## src/hw/rtl/sfc_pkg.sv

```systemverilog
`default_nettype none

package sfc_pkg;

    // Plane set and register port
    localparam int NUM_PLANES = 6;
    localparam int CFG_W      = 64;
    localparam int CFG_IDX_W  = 3;

    // Field widths
    localparam int COORD_W = 24;   // signed Q16.8 center
    localparam int HALF_W  = 23;   // unsigned Q15.8 half-extent
    localparam int NORM_W  = 13;   // signed Q2.11 normal component
    localparam int OFF_W   = 25;   // signed Q17.8 plane offset
    localparam int OFF_SH  = 11;   // offset scaled to the Q.19 distance

    // Stream packing
    localparam int IN_TDATA_W  = 144;
    localparam int OUT_TDATA_W = 8;
    localparam int CX_LSB = 0;
    localparam int CY_LSB = CX_LSB + COORD_W;
    localparam int CZ_LSB = CY_LSB + COORD_W;
    localparam int HX_LSB = CZ_LSB + COORD_W;
    localparam int HY_LSB = HX_LSB + HALF_W;
    localparam int HZ_LSB = HY_LSB + HALF_W;

    // Plane register layout
    localparam int NX_LSB  = 0;
    localparam int NY_LSB  = NX_LSB + NORM_W;
    localparam int NZ_LSB  = NY_LSB + NORM_W;
    localparam int OFF_LSB = NZ_LSB + NORM_W;

    // Datapath widths
    localparam int PROD_W   = NORM_W + COORD_W;   // n * c
    localparam int OFFS_W   = OFF_W + OFF_SH;     // offset in Q.19
    localparam int DIST_W   = 40;                 // |D| <= 2^37, signed
    localparam int MAG_W    = 38;
    localparam int SPLIT_W  = MAG_W / 2;
    localparam int PP_W     = 2 * SPLIT_W;
    localparam int SQ_W     = 2 * HALF_W;
    localparam int RAD_W    = SQ_W + 2;           // sum of three squares
    localparam int RAD_SH   = 22;                 // S * 2^22 vs D^2
    localparam int CMP_W    = 2 * MAG_W;

    // Pipeline stages
    localparam int NUM_STAGES = 5;
    localparam int ST_MUL = 0;   // products and squares
    localparam int ST_SUM = 1;   // plane distance, squared radius
    localparam int ST_ABS = 2;   // sign and magnitude of distance
    localparam int ST_PP  = 3;   // partial products of distance squared
    localparam int ST_OUT = 4;   // visible flag, output register

    typedef struct packed {
        logic [NUM_STAGES-1:0] en;
    } sfc_adv_t;

endpackage

`default_nettype wire

```

## src/hw/rtl/sfc_cmp.sv

```systemverilog
`default_nettype none

module sfc_cmp
    import sfc_pkg::*;
(
    input  wire logic             clk,
    input  wire sfc_adv_t         adv,
    input  wire logic             neg,
    input  wire logic [MAG_W-1:0] mag,
    input  wire logic [RAD_W-1:0] sq_rad,
    output logic                  outside
);

    logic [SPLIT_W-1:0] mh;
    logic [SPLIT_W-1:0] ml;
    logic [PP_W-1:0]    hh_reg;
    logic [PP_W-1:0]    hl_reg;
    logic [PP_W-1:0]    ll_reg;
    logic               neg_reg;
    logic [CMP_W-1:0]   dsq;
    logic [CMP_W-1:0]   rhs;

    assign mh = mag[MAG_W-1:SPLIT_W];
    assign ml = mag[SPLIT_W-1:0];

    always_ff @(posedge clk)
    begin
        if (adv.en[ST_PP])
        begin
            hh_reg  <= PP_W'(mh * mh);
            hl_reg  <= PP_W'(mh * ml);
            ll_reg  <= PP_W'(ml * ml);
            neg_reg <= neg;
        end
    end

    // D^2 = hh*2^38 + 2*hl*2^19 + ll, against S*2^22
    assign dsq = (CMP_W'(hh_reg) << (2 * SPLIT_W))
               + (CMP_W'(hl_reg) << (SPLIT_W + 1))
               + CMP_W'(ll_reg);
    assign rhs = CMP_W'(sq_rad) << RAD_SH;

    assign outside = neg_reg && (dsq > rhs);

endmodule

`default_nettype wire

```

## config.mk

```make
export PLATFORM = sky130hd
export DESIGN_NAME = sfc_cmp
export DESIGN_NICKNAME = d
export VERILOG_FILES = /design/src/hw/rtl/sfc_pkg.sv /design/src/hw/rtl/sfc_cmp.sv
export SDC_FILE = /design/constraint.sdc
export NUM_CORES = 2
export LEC_CHECK = 0
export BUFFER_PORTS_ARGS = -buffer_cell sky130_fd_sc_hd__clkbuf_2
export CAP_MARGIN = 25
export CORE_MARGIN = 3
export CORE_UTILIZATION = 60
export CTS_CLUSTER_DIAMETER = 30
export DETAILED_ROUTE_END_ITERATION = 8
export PLACE_DENSITY = 0.82
export SLEW_MARGIN = 20
export SYNTH_ARGS = -nofsm -noshare
export SYNTH_HDL_FRONTEND = slang
export SYNTH_SLANG_ARGS = --single-unit
```

## constraint.sdc

```tcl
create_clock -name clk -period 17.6 [get_ports clk]
set_input_delay 2.64 -clock clk [delete_from_list [all_inputs] [get_ports clk]]
set_output_delay 2.64 -clock clk [all_outputs]
set_load 0.005 [all_outputs]
```

==> metrics.md <==
| Metric | Value |
|---|---|
| Fill cells | `5107` |
| CP Launch Point | `mag[22]` |
| Layout cells sized above 1 | `4.06%` |
| Clock tree buffer depth | `2` |
| HPWL Detailed | `73700 um` |
| Crit-path cells | `clkbuf_2, inv_1, nor2_1, fa_1, fa_1, fa_1, fa_1, fa_1, inv_1, fa_1, inv_1, ha_1, o21ai_0, nor3_1, a2bb2oi_1, nand3_1, a32oi_1, a21oi_1, a21o_1, a41oi_1, a21oi_1, xnor2_1` |
| P&R area growth vs syn | `4.58%` |
| Synth top cells by count | `inv_1 (1153), fa_1 (786), nand2_1 (456)` |
| WP data arrival | `10.25 ns` |
| CP Max Fanout | `33` |
| Fmax | `99.2 MHz` |
| Placement Setup Slack | `7.32 ns` |
| CP Class | `in -> reg` |
| Root Buffer | `clkbuf_16` |
| Slowest stage delay, CP | `0.69 ns` |
| Area of the multi-input gates | `31000 um2` |
| Top_reg_cell synth | `edfxtp_1` |
| CTS H-tree depth | `4` |
| Number of buffers and inverters on the critical path | `4` |
| Max-slew violation count | `0` |
| Post-Syn Nets | `5688` |
| Vias in the first global route | `31.0k` |
| Sequential cell area | `3390 um2` |
| Via density per instance | `5.57` |
| Starting Density | `60.8%` |
| Worst Max-Slew Pin Slew | `0.977 ns` |
| Final period util | `57.3%` |
| GP Congestion | `0.920` |
| Fin. Hold Viols | `0` |
| CP top delay family | `adder cells` |
| Area contributors post-synth | `fa_1 (40%), ha_1 (14%), inv_1 (11%)` |
| First-pass GRT wire length | `156000 um` |
| Relative slew slack | `34.8%` |
| Max FFs per register | `38` |
| Ys Warns | `0` |
| Hold path cells | `1` |
| Final setup fails | `0` |
| Outcome | `completed` |
| Routed Antenna Nets | `0` |
| Via count | `29.0k` |
| Placement Rows | `93` |
| Setup slack after layout | `7.52 ns` |
| Initial antenna violation count | `4` |
| Nets | `5679` |
| Chip width | `262 um` |
| Largest net degree at the start of global routing | `78` |
| Hold path start | `neg` |
| Share of the synthesized area in the top cell type | `40.0%` |
| Max_cap viols | `0` |
| EDFF count, synth | `113` |
| Clock Sinks | `113` |
| Io pins | `94` |
| End-of-flow core utilization | `63.6%` |
| Mean Syn Cell Area | `9.03 um2` |
| PortBufs | `89` |
| Synth Cell Area | `39300 um2` |
| Register area share after synthesis | `8.63%` |
| Total gr overflow | `0` |
| CP Capture Type | `flip-flop` |
| DIE HEIGHT | `262 um` |
| TritonCTS buffer count | `17` |
| Crit path launch type | `input pin` |
| Hold crit path type | `in -> reg` |
| Clk slew on worst S/H paths | `0.05 ns` |
| Most frequent CP cell | `fa_1` |
| WL per Instance | `18.2 um` |
| Post-route minimum period | `10.08 ns` |
| Post-synthesis register bit count | `113` |
| WL final | `94900 um` |
| # resized after CTS | `0` |
| Hold Buf Count CTS | `0` |
| Final TNS setup | `0 ns` |
| Post-route DRC | `0` |
| 1st-iter DRT viols | `1921` |
| Crit-path slowest cell | `clkbuf_2` |
| FFs w/ async S/R, synth | `0%` |
| Die area | `68700 um2` |
| Count of cell types in the netlist | `82` |
| Worst Hold Endpoint | `neg_reg` |
| Required time worst endpoint | `17.77 ns` |
| 1st-pass router iterations | `5` |
| Count leader, synth | `inv_1` |
| Total global-route track usage | `28.8%` |
| Post-CTS setup buffer count | `0` |
| CORE AREA | `64700 um2` |
| Yosys top cell by area | `fa_1` |
| RSZ-0062 raised after global routing | `no` |
| Mapped Cells | `4355` |
| CTS tree | `yes` |
-- per-layer routing --
metal / wire length, um / track usage, %
met5: 0 / 0
met3: 9270 / 5.43
met4: 2950 / 8.81
met1: 37000 / 38.0
met2: 45700 / 48.7
-- kinds of logic (layout without fill, tap and decap cells) --
logic type      Yosys count  in the layout  synth area share (%)
fa+ha+maj              1240           1240                  54.4
flops                   113            113                  8.63
buf+inv                1307           1311                  12.5
mux                       5              5                 0.134
xor+xnor                167            167                  3.72
compound gates          432            432                  7.04
simple gates           1091           1091                  13.5
other cells               0              1                     0
-- layout make-up --
type	instances	area share, %
clock buffer	18	1.04
tap	855	2.60
multi-input combinational	2935	75.4
inverter	1157	10.6
antenna	1	0.00608
sequential	113	8.25
clock inverter	14	0.438
timing repair buffer	122	1.69
-- stage by stage --
stage | cell area (um2) | hold WS (ns) | std cells
2_1_floorplan | 39300 | 2.74 | 4355
3_3_place_gp | 40500 | 2.82 | 5182
3_5_place_dp | 40500 | 2.82 | 5182
4_1_cts | 41100 | 2.39 | 5214
5_1_grt | 41100 | 2.40 | 5214
6_report | 41100 | 2.40 | 5215
-- cell usage in the layout (no fill, tap or decap), types with 88 or more instances in the layout --
cell | netlist | final
inv_1 | 1153 | 1153
fa_1 | 786 | 786
nand2_1 | 456 | 456
ha_1 | 454 | 454
and2_1 | 293 | 293
a21oi_1 | 139 | 139
nor2_1 | 137 | 137
xnor2_1 | 123 | 123
edfxtp_1 | 113 | 113
clkbuf_2 | 0 | 88
-- worst max-delay path by stage --
stage	end	slack (ns)	cells past startpoint
after floorplan	ll_reg[37]	8.77	25
after global placement	hl_reg[36]	7.34	24
after detailed placement	hl_reg[36]	7.32	24
after CTS	hl_reg[36]	7.70	24
after global routing	hl_reg[36]	7.00	24
final	hh_reg[34]	7.52	22
Power is not shown: default switching activity piles up to over one toggle a cycle in this logic, so the estimate is an artifact.
