===== config.mk =====
export PLATFORM = sky130hd
export DESIGN_NAME = sfc_rad
export DESIGN_NICKNAME = d
export VERILOG_FILES = /design/src/hw/rtl/sfc_pkg.sv /design/src/hw/rtl/sfc_rad.sv
export SDC_FILE = /design/constraint.sdc
export NUM_CORES = 2
export LEC_CHECK = 0
export BUFFER_PORTS_ARGS = -buffer_cell sky130_fd_sc_hd__buf_2
export CORE_UTILIZATION = 55
export DETAILED_ROUTE_END_ITERATION = 10
export HOLD_SLACK_MARGIN = 0.05
export PLACE_DENSITY = 0.71
export SYNTH_ARGS = -nofsm -noshare
export SYNTH_HDL_FRONTEND = slang
export SYNTH_SLANG_ARGS = --single-unit

===== constraint.sdc =====
create_clock -name clk -period 19.1 [get_ports clk]
set_input_delay 2.865 -clock clk [delete_from_list [all_inputs] [get_ports clk]]
set_output_delay 2.865 -clock clk [all_outputs]
set_load 0.02 [all_outputs]

===== src/hw/rtl/sfc_pkg.sv =====
`default_nettype none

package sfc_pkg;

    // Plane set and register port
    localparam int NUM_PLANES = 6;
    localparam int CFG_W      = 64;
    localparam int CFG_IDX_W  = 3;

    // Field widths
    localparam int COORD_W = 24;   // signed Q16.8 center
    localparam int HALF_W  = 23;   // unsigned Q15.8 half-extent
    localparam int NORM_W  = 13;   // signed Q2.11 normal component
    localparam int OFF_W   = 25;   // signed Q17.8 plane offset
    localparam int OFF_SH  = 11;   // offset scaled to the Q.19 distance

    // Stream packing
    localparam int IN_TDATA_W  = 144;
    localparam int OUT_TDATA_W = 8;
    localparam int CX_LSB = 0;
    localparam int CY_LSB = CX_LSB + COORD_W;
    localparam int CZ_LSB = CY_LSB + COORD_W;
    localparam int HX_LSB = CZ_LSB + COORD_W;
    localparam int HY_LSB = HX_LSB + HALF_W;
    localparam int HZ_LSB = HY_LSB + HALF_W;

    // Plane register layout
    localparam int NX_LSB  = 0;
    localparam int NY_LSB  = NX_LSB + NORM_W;
    localparam int NZ_LSB  = NY_LSB + NORM_W;
    localparam int OFF_LSB = NZ_LSB + NORM_W;

    // Datapath widths
    localparam int PROD_W   = NORM_W + COORD_W;   // n * c
    localparam int OFFS_W   = OFF_W + OFF_SH;     // offset in Q.19
    localparam int DIST_W   = 40;                 // |D| <= 2^37, signed
    localparam int MAG_W    = 38;
    localparam int SPLIT_W  = MAG_W / 2;
    localparam int PP_W     = 2 * SPLIT_W;
    localparam int SQ_W     = 2 * HALF_W;
    localparam int RAD_W    = SQ_W + 2;           // sum of three squares
    localparam int RAD_SH   = 22;                 // S * 2^22 vs D^2
    localparam int CMP_W    = 2 * MAG_W;

    // Pipeline stages
    localparam int NUM_STAGES = 5;
    localparam int ST_MUL = 0;   // products and squares
    localparam int ST_SUM = 1;   // plane distance, squared radius
    localparam int ST_ABS = 2;   // sign and magnitude of distance
    localparam int ST_PP  = 3;   // partial products of distance squared
    localparam int ST_OUT = 4;   // visible flag, output register

    typedef struct packed {
        logic [NUM_STAGES-1:0] en;
    } sfc_adv_t;

endpackage

`default_nettype wire


===== src/hw/rtl/sfc_rad.sv =====
`default_nettype none

module sfc_rad
    import sfc_pkg::*;
(
    input  wire logic              clk,
    input  wire sfc_adv_t          adv,
    input  wire logic [HALF_W-1:0] half_x,
    input  wire logic [HALF_W-1:0] half_y,
    input  wire logic [HALF_W-1:0] half_z,
    output logic      [RAD_W-1:0]  sq_rad
);

    logic [SQ_W-1:0]  sqx_reg;
    logic [SQ_W-1:0]  sqy_reg;
    logic [SQ_W-1:0]  sqz_reg;
    logic [RAD_W-1:0] sum_reg;
    logic [RAD_W-1:0] abs_reg;
    logic [RAD_W-1:0] pp_reg;
    logic [RAD_W-1:0] sum_next;

    assign sum_next = RAD_W'(sqx_reg) + RAD_W'(sqy_reg) + RAD_W'(sqz_reg);

    always_ff @(posedge clk)
    begin
        if (adv.en[ST_MUL])
        begin
            sqx_reg <= SQ_W'(half_x * half_x);
            sqy_reg <= SQ_W'(half_y * half_y);
            sqz_reg <= SQ_W'(half_z * half_z);
        end
        if (adv.en[ST_SUM])
        begin
            sum_reg <= sum_next;
        end
        // carry the squared radius alongside the distance stages
        if (adv.en[ST_ABS])
        begin
            abs_reg <= sum_reg;
        end
        if (adv.en[ST_PP])
        begin
            pp_reg <= abs_reg;
        end
    end

    assign sq_rad = pp_reg;

endmodule

`default_nettype wire


==> key figures <==
Outcome
  • Status: completed

Place
  • Global placer's final weighted congestion: 0.903
  • Post-detail-place hpwl: 104000 um
  • Port buffer count: 121
  • DP Area: 58600 um2
  • Placed cell count: 6979

Hold path
  • Worst min-delay path class: flop to flop

Global route
  • Vias in the first global route: 40200
  • Gr usage total: 25.1%
  • Largest net degree at the start of global routing: 90
  • Global-route wire length before repair: 207000 um
  • Initial antenna violation count: 5
  • Grt total ovfl: 0

Floorplan
  • I/O Pins: 123
  • Die area: 105000 um2
  • Initial core utilization: 55.8%
  • Die width: 324 um
  • Die Span Y: 324 um
  • Core area: 102000 um2
  • Core Rows: 117

STA
  • Max Slew Vio Count: 0
  • Final min period: 9.79 ns
  • Clock Skew: 0.0229 ns
  • Setup Viol. Count Final: 0
  • Worst-Margin Slew: 1.15 ns
  • Fin. Hold Viols: 0
  • Setup tns final: 0 ns
  • Tcrit/Tclk final: 51.3%
  • Headroom to the max-slew limit: 23.3%
  • RSZ-0062 raised after global routing: false
  • Max Clock Freq: 102 MHz

Clock tree
  • CTS Sinks: 279
  • # hold bufs at CTS: 0
  • Reg clk slew, reported paths: 0.07 ns
  • Clock root cell: clkbuf_16
  • TritonCTS clock tree: built
  • Htree depth: 1
  • Num CTS Buffers: 26
  • Post-CTS Resized: 0
  • CTS max path bufs: 3
  • Clock Latency Late Sink: 0.56 ns
  • Setup Fix Bufs, Post-CTS: 0

Finish
  • Multi-input gate area: 42200 um2
  • Reg area: 8380 um2
  • Post-Layout Cell Count: 7026
  • Synthesis-to-layout area growth: 4.37%
  • Layout cells sized above 1: 3.76%
  • NumNets Final: 7480
  • Final instance area: 59500 um2
  • Antenna Diode Count: 0
  • Most common cell after layout, fill and taps aside: inv_1
  • FILL cells: 8854
  • Most frequent cells in the layout: inv_1, fa_1, ha_1

Critical path
  • Crit. End Element: flop
  • Crit-path max cell delay: 0.56 ns
  • Max FO, Critical Path: 20
  • Worst-path cell chain: buf_2, inv_1, nor2_1, fa_1, inv_1, fa_1, fa_1, inv_1, fa_1, inv_1, fa_1, fa_1, fa_1, inv_1, ha_1, nand2_1, nor2_1, nand4_1, o2111ai_1, a41oi_1, nor3_1, a21oi_1, xnor2_1
  • WP data required: 19.42 ns
  • Critical path's slowest cell: fa_1
  • Cell family with the largest share of critical-path delay: adder cells
  • WP data arrival: 10.11 ns
  • Critical Path Start Type: primary input
  • Crit path kind: primary input to flop
  • Bufs and invs on worst path: 6
  • Most used cell, CP: fa_1

Logic synthesis
  • Yosys top cell area share: 42.2%
  • Synth Register Bits: 279
  • Most frequently used flop master after synthesis: edfxtp_1
  • Cells after Synth: 5672
  • Post-synth top area cell: fa_1
  • Post-synth EDFFs: 279
  • Synth Cell Area: 57000 um2
  • Cell variety after synth: 83
  • Synth warn: 0
  • Sequential fraction of the synthesis area: 14.7%
  • Async set-reset flop share out of synthesis: 0%
  • Avg Cell Area, Syn: 10.0 um2
  • Synth top area cells: fa_1, edfxtp_1, ha_1

Route
  • # DRC: 0
  • Avg WL per Cell: 17.7 um
  • DRT Wirelength: 124000 um
  • DRT iter0 DRCs: 2412
  • TritonRoute pass-1 iters: 7
  • Via count: 37600
  • Vias per cell: 5.35
  • Remaining antenna violation count: 0

Flow run
  • Max-cap violation count: 0
==> per-stage QoR <==
step           setup WS [ns]  utilization (%)  hold slack (ns)
6_report                9.31             58.2            0.414
5_1_grt                 8.86             58.2            0.423
4_1_cts                 9.34             58.2            0.416
3_5_place_dp            8.78             57.4            0.405
3_3_place_gp            8.83             57.4            0.401
2_1_floorplan           9.61                -            0.400
==> kinds of logic after synthesis <==
family                   share of synthesized area [%]
AO/OA/AOI/OAI                                     6.42
AND/OR/NAND/NOR                                   9.76
adder cells (fa/ha/maj)                           54.6
multiplexers                                     0.116
buffers and inverters                             11.2
flip-flops                                        14.7
XOR/XNOR                                          3.17
other                                          0.00658
==> path summary, 6_finish.rpt <==
| kind | end | slack, ns | from | cells past startpoint |
|---|---|---|---|---|
| setup / recovery | sqy_reg[43] | 9.31 | half_y[6] | 23 |
| setup reg to reg | sum_reg[43] | 14.63 | sqx_reg[5] | 11 |
| hold / removal | sq_rad[1] | 0.41 | abs_reg[1] | 0 |
| hold reg to reg | sq_rad[1] | 0.41 | abs_reg[1] | 0 |
==> worst reg2reg max path, stage by stage, from the launching register on <==
cell and delay [ns]:
edfxtp_1 0.47, fa_1 0.51, ha_1 0.34, a21o_2 0.25
o21bai_2 0.21, o211ai_2 0.25, o31ai_2 0.13, o31ai_2 0.46
o311a_1 0.31, o31a_1 0.28, nor4_1 0.08, a311oi_1 0.84
==> cell usage after synthesis, types with 5 or more instances <==
master	instances
a31oi_1	17
a21oi_1	191
fa_1	1202
xnor2_1	126
buf_2	13
or3_1	5
inv_1	1508
o2111ai_1	9
ha_1	564
nor2b_1	32
o21bai_1	23
o21ai_0	80
nand3_1	33
a211oi_1	11
a211oi_2	6
or2_2	8
buf_1	6
a31o_2	7
nand2_1	525
and2_1	297
o21a_1	18
a21o_1	95
o211ai_1	13
nor2_1	159
clkbuf_1	163
edfxtp_1	279
o31ai_1	5
mux2_2	5
o31a_1	6
o21ai_1	9
nand2b_1	16
and3_1	23
a21boi_0	5
nor3_1	18
xor2_1	80
nand4_1	31
==> metal layers <==
| metal | part of all wire (%) | GRT usage, % |
|---|---|---|
| met5 | 0 | 0 |
| met4 | 2.7 | 6.17 |
| met3 | 5.6 | 2.27 |
| met2 | 48 | 41.4 |
| met1 | 43 | 36.0 |
==> final cells by class <==
class                      count  share of cell area [%]
clock inverter                20                   0.377
timing repair buffer         123                    1.05
sequential                   279                    14.1
tap                         1368                    2.88
inverter                    1509                    9.52
multi-input combinational   3700                    71.0
clock buffer                  27                    1.10
Power is not shown: default switching activity piles up to over one toggle a cycle in this logic, so the estimate is an artifact.
