===== src/hw/rtl/sfc_pkg.sv =====
`default_nettype none

package sfc_pkg;

    // Plane set and register port
    localparam int NUM_PLANES = 6;
    localparam int CFG_W      = 64;
    localparam int CFG_IDX_W  = 3;

    // Field widths
    localparam int COORD_W = 24;   // signed Q16.8 center
    localparam int HALF_W  = 23;   // unsigned Q15.8 half-extent
    localparam int NORM_W  = 13;   // signed Q2.11 normal component
    localparam int OFF_W   = 25;   // signed Q17.8 plane offset
    localparam int OFF_SH  = 11;   // offset scaled to the Q.19 distance

    // Stream packing
    localparam int IN_TDATA_W  = 144;
    localparam int OUT_TDATA_W = 8;
    localparam int CX_LSB = 0;
    localparam int CY_LSB = CX_LSB + COORD_W;
    localparam int CZ_LSB = CY_LSB + COORD_W;
    localparam int HX_LSB = CZ_LSB + COORD_W;
    localparam int HY_LSB = HX_LSB + HALF_W;
    localparam int HZ_LSB = HY_LSB + HALF_W;

    // Plane register layout
    localparam int NX_LSB  = 0;
    localparam int NY_LSB  = NX_LSB + NORM_W;
    localparam int NZ_LSB  = NY_LSB + NORM_W;
    localparam int OFF_LSB = NZ_LSB + NORM_W;

    // Datapath widths
    localparam int PROD_W   = NORM_W + COORD_W;   // n * c
    localparam int OFFS_W   = OFF_W + OFF_SH;     // offset in Q.19
    localparam int DIST_W   = 40;                 // |D| <= 2^37, signed
    localparam int MAG_W    = 38;
    localparam int SPLIT_W  = MAG_W / 2;
    localparam int PP_W     = 2 * SPLIT_W;
    localparam int SQ_W     = 2 * HALF_W;
    localparam int RAD_W    = SQ_W + 2;           // sum of three squares
    localparam int RAD_SH   = 22;                 // S * 2^22 vs D^2
    localparam int CMP_W    = 2 * MAG_W;

    // Pipeline stages
    localparam int NUM_STAGES = 5;
    localparam int ST_MUL = 0;   // products and squares
    localparam int ST_SUM = 1;   // plane distance, squared radius
    localparam int ST_ABS = 2;   // sign and magnitude of distance
    localparam int ST_PP  = 3;   // partial products of distance squared
    localparam int ST_OUT = 4;   // visible flag, output register

    typedef struct packed {
        logic [NUM_STAGES-1:0] en;
    } sfc_adv_t;

endpackage

`default_nettype wire


===== src/hw/rtl/sfc_dist.sv =====
`default_nettype none

module sfc_dist
    import sfc_pkg::*;
(
    input  wire logic                     clk,
    input  wire sfc_adv_t                 adv,
    input  wire logic [CFG_W-1:0]         plane,
    input  wire logic signed [COORD_W-1:0] center_x,
    input  wire logic signed [COORD_W-1:0] center_y,
    input  wire logic signed [COORD_W-1:0] center_z,
    output logic                          neg,
    output logic [MAG_W-1:0]              mag
);

    logic signed [NORM_W-1:0] nx;
    logic signed [NORM_W-1:0] ny;
    logic signed [NORM_W-1:0] nz;
    logic signed [OFF_W-1:0]  off;

    logic signed [PROD_W-1:0] px_reg;
    logic signed [PROD_W-1:0] py_reg;
    logic signed [PROD_W-1:0] pz_reg;
    logic signed [OFF_W-1:0]  off_reg;
    logic signed [OFFS_W-1:0] off_sh;
    logic signed [DIST_W-1:0] dist_next;
    logic signed [DIST_W-1:0] dist_reg;
    logic signed [DIST_W-1:0] dist_neg;
    logic                     neg_reg;
    logic [MAG_W-1:0]         mag_reg;

    assign nx  = plane[NX_LSB +: NORM_W];
    assign ny  = plane[NY_LSB +: NORM_W];
    assign nz  = plane[NZ_LSB +: NORM_W];
    assign off = plane[OFF_LSB +: OFF_W];

    assign off_sh    = {off_reg, {OFF_SH{1'b0}}};
    assign dist_next = DIST_W'(px_reg) + DIST_W'(py_reg) + DIST_W'(pz_reg)
                     - DIST_W'(off_sh);
    assign dist_neg  = -dist_reg;

    always_ff @(posedge clk)
    begin
        if (adv.en[ST_MUL])
        begin
            px_reg  <= PROD_W'(nx * center_x);
            py_reg  <= PROD_W'(ny * center_y);
            pz_reg  <= PROD_W'(nz * center_z);
            off_reg <= off;
        end
        if (adv.en[ST_SUM])
        begin
            dist_reg <= dist_next;
        end
        // magnitude only matters when the distance is negative
        if (adv.en[ST_ABS])
        begin
            neg_reg <= dist_reg[DIST_W-1];
            mag_reg <= dist_neg[MAG_W-1:0];
        end
    end

    assign neg = neg_reg;
    assign mag = mag_reg;

endmodule

`default_nettype wire


===== config.mk =====
export PLATFORM = sky130hd
export DESIGN_NAME = sfc_dist
export DESIGN_NICKNAME = d
export VERILOG_FILES = /design/src/hw/rtl/sfc_pkg.sv /design/src/hw/rtl/sfc_dist.sv
export SDC_FILE = /design/constraint.sdc
export NUM_CORES = 2
export LEC_CHECK = 0
export CORE_ASPECT_RATIO = 1.4
export CORE_MARGIN = 2
export CORE_UTILIZATION = 60
export DETAILED_ROUTE_END_ITERATION = 10
export DONT_BUFFER_PORTS = 1
export PLACE_DENSITY = 0.78
export SYNTH_ARGS = -nofsm -noshare
export SYNTH_HDL_FRONTEND = slang
export SYNTH_SLANG_ARGS = --single-unit
export TNS_END_PERCENT = 50

===== constraint.sdc =====
create_clock -name clk -period 5.6 [get_ports clk]
set_input_delay 0 -clock clk [delete_from_list [all_inputs] [get_ports clk]]
set_output_delay 0 -clock clk [all_outputs]
set_load 0.01 [all_outputs]

==> reports/qor.yml <==
arrival_ns: 5.48
path_class: "input port to flip-flop"
clock.fmax_ghz: 0.190
grt_pass1_vias: 32300
overflow: 0
setup_viol: 0
rsz0062_at_grt: "false"
hp-start: "adv[0]"
ios: 181
htreeDepth: 1
maxSlewHeadroom: 0.509
cts-resized-gates: 0
wire_per_inst_um: 18.9
drive_above_1_share: 0.0231
synthCells: 4280
drc: 0
syn_nets: 5652
cp_max_fo: 13
cap_violations: 0
regToRegEndpoint: "dist_reg[37]"
numCtsBuffers: 22
io_buffers: 0
seq_area_frac_synth: 0.151
final_antenna_net_count: 0
num-fill-cells: 5519
placeableCoreArea_sq_um: 70100
async_reset_ff_frac: 0
crit_required_ns: 5.82
die_h_um: 319
worstMarginPinSlew_ns: 0.737
path_clk_slew_ns: 0.06
hpwl_um: 80400
firstDrtPassIters: 5
tritoncts: "built"
holdWs_ns: -0.0283
holdCritPathClass: "input port to flip-flop"
synth_cell_types: 72
routed_wl_um: 98000
min_period_ns: 5.26
start_util: 0.605
die_x_um: 229
report.final.slew_viol_count: 0
slowest_delay_ns: 0.53
grt_pass1_wl_um: 163000
post-route-period-util: 0.940
skew_ns: 0.0194
gp_congestion: 0.927
cts.path.max_buffers: 3
ctsHoldBuffers: 46
syn_area_per_cell_sq_um: 9.91
start_kind: "input port"
path_buf_inv: 3
worst_path_dominant_cell_family: "adder cells"
grtUsageTotal: 0.282
cp_common_cell: "fa_1"
vias: 29300
crit_chain: "and2_1, fa_1, inv_1, fa_1, inv_1, fa_1, fa_1, fa_1, fa_1, ha_1, and3_1, a21boi_0, a2111oi_1, buf_4, o31a_1, o211a_1, o21ai_0, nand2b_1, a32oi_1, xnor2_1"
nets: 5607
cp-end-kind: "flip-flop"
rrSetupSlack_ns: 1.30
largest_register_ffs: 39
reg2regPathDepth: 14
ys.warnings.count: 0
run_status: "complete, but fails checks"
cts_num_sinks: 214
num_rows: 115
area_delta_synth_final_pct: 4.97
cts_setup_buffers: 0
grt_max_degree: 137
dr.first_iter.drc_count: 1682
regToRegStartpoint: "px_reg[24]"
synth_edf_count: 214
holdPathStages: 1
cts_root_buf: "clkbuf_16"
ys.flop_type: "edfxtp_1"
critPathSlowestCell: "fa_1"
die_area_sq_um: 72900
violations: "negative hold slack"
antenna_found_initial: 4
clk_latency_ns: 0.50
syn_area_sq_um: 42400
viasPerCell: 5.64
finalHoldViolCount: 14
worstHoldEndpoint: "off_reg[1]"
ys_ff_latch: 214
-- routing by layer --
layer | GRT usage | share of wire | wire length [um]
met1 | 0.331 | 0.36 | 34900
met2 | 0.502 | 0.52 | 50700
met3 | 0.0372 | 0.060 | 5900
met4 | 0.153 | 0.066 | 6510
met5 | 0 | 0.00044 | 43
-- layout by cell type (no fill, tap or decap), types with 6 or more instances in the layout --
master         instances
a21oi_1              104
and3_1                19
xor2_1                46
a211oi_1              14
nand3_1               26
nand4_1                8
clkbuf_1               6
o21ai_0               56
o21a_1                20
nand2b_1              24
edfxtp_1             214
a21boi_0              12
buf_4                 43
a21o_1                48
nor2b_1               10
o21bai_1              11
and2_1               336
nor2_1               134
fa_1                 913
nand2_1              613
inv_1                918
clkbuf_16             23
ha_1                 317
nor3_1                26
or3_1                  7
o31ai_1                9
dlygate4sd3_1         43
a211o_1                7
xnor2_1              126
a31oi_1               10
nor4_1                 6
-- cell usage after synthesis, types with 3 or more instances --
cell	n	area (sq um)
inv_1	918	3450
fa_1	913	18300
nand2_1	613	2300
and2_1	336	2100
ha_1	317	3970
edfxtp_1	214	6430
clkbuf_1	157	589
nor2_1	134	503
xnor2_1	126	1100
a21oi_1	104	521
o21ai_0	56	280
a21o_1	48	360
xor2_1	46	403
nand3_1	26	130
nor3_1	26	130
nand2b_1	24	150
o21a_1	20	150
and3_1	19	119
a211oi_1	15	113
a21boi_0	12	90.1
o21bai_1	11	82.6
a31oi_1	10	62.6
nor2b_1	10	62.6
o31ai_1	9	67.6
nand4_1	8	50.1
a211o_1	7	61.3
or3_1	7	43.8
nor4_1	6	37.5
a221oi_1	5	43.8
a31o_2	5	43.8
o211ai_1	5	37.5
o21ai_1	5	25.0
o22ai_1	5	31.3
a2111oi_0	4	35.0
mux2i_1	3	30.0
nand3b_1	3	22.5
nor3b_1	3	22.5
o31a_1	3	26.3
or2_2	3	18.8
-- through the flow --
step                      cell area [sq um]  setup TNS [ns]  std cells  setup slack [ns]  utilization
final                                 44500               0       5187             0.339        0.635
after global routing                  44500               0       5186            0.0479        0.635
after CTS                             44500               0       5185             0.335        0.635
after detailed placement              43300          -0.168       5101            -0.168        0.618
after global placement                43300         -0.0970       5101           -0.0970        0.618
after floorplan                       42400               0       4280            0.0517            -
-- cells by family after synthesis --
| family | count (synthesis) | synth area share |
|---|---|---|
| and+or+nand+nor | 1233 | 0.138 |
| AOI/OAI and AO/OA | 351 | 0.0543 |
| adders and majority gates | 1230 | 0.524 |
| muxes | 3 | 0.000708 |
| xor gates and xnor gates | 172 | 0.0355 |
| DFF | 214 | 0.151 |
| buffers and inverters | 1077 | 0.0953 |
-- layout make-up --
cell class / count / area (sq um) / area share
clock buffer: 29 / 598 / 0.0134
multi-input combinational: 2989 / 32000 / 0.718
antenna: 2 / 5.00 / 0.000112
inverter: 919 / 3450 / 0.0775
clock inverter: 9 / 103 / 0.00230
tap: 936 / 1170 / 0.0263
timing repair buffer: 89 / 821 / 0.0184
sequential: 214 / 6430 / 0.144
-- worst max-delay path by stage --
stage                     cells after the start  slack, ns         end          from
after floorplan                              21       0.05  pz_reg[34]     plane[30]
after global placement                       20       -0.1  px_reg[36]   center_x[5]
after detailed placement                     20      -0.17  px_reg[36]   center_x[5]
after CTS                                    20       0.33  px_reg[36]   center_x[5]
after global routing                         20       0.05  px_reg[36]  center_x[11]
final                                        20       0.34  px_reg[36]   center_x[5]
Power is not shown: default switching activity piles up to over one toggle a cycle in this logic, so the estimate is an artifact.
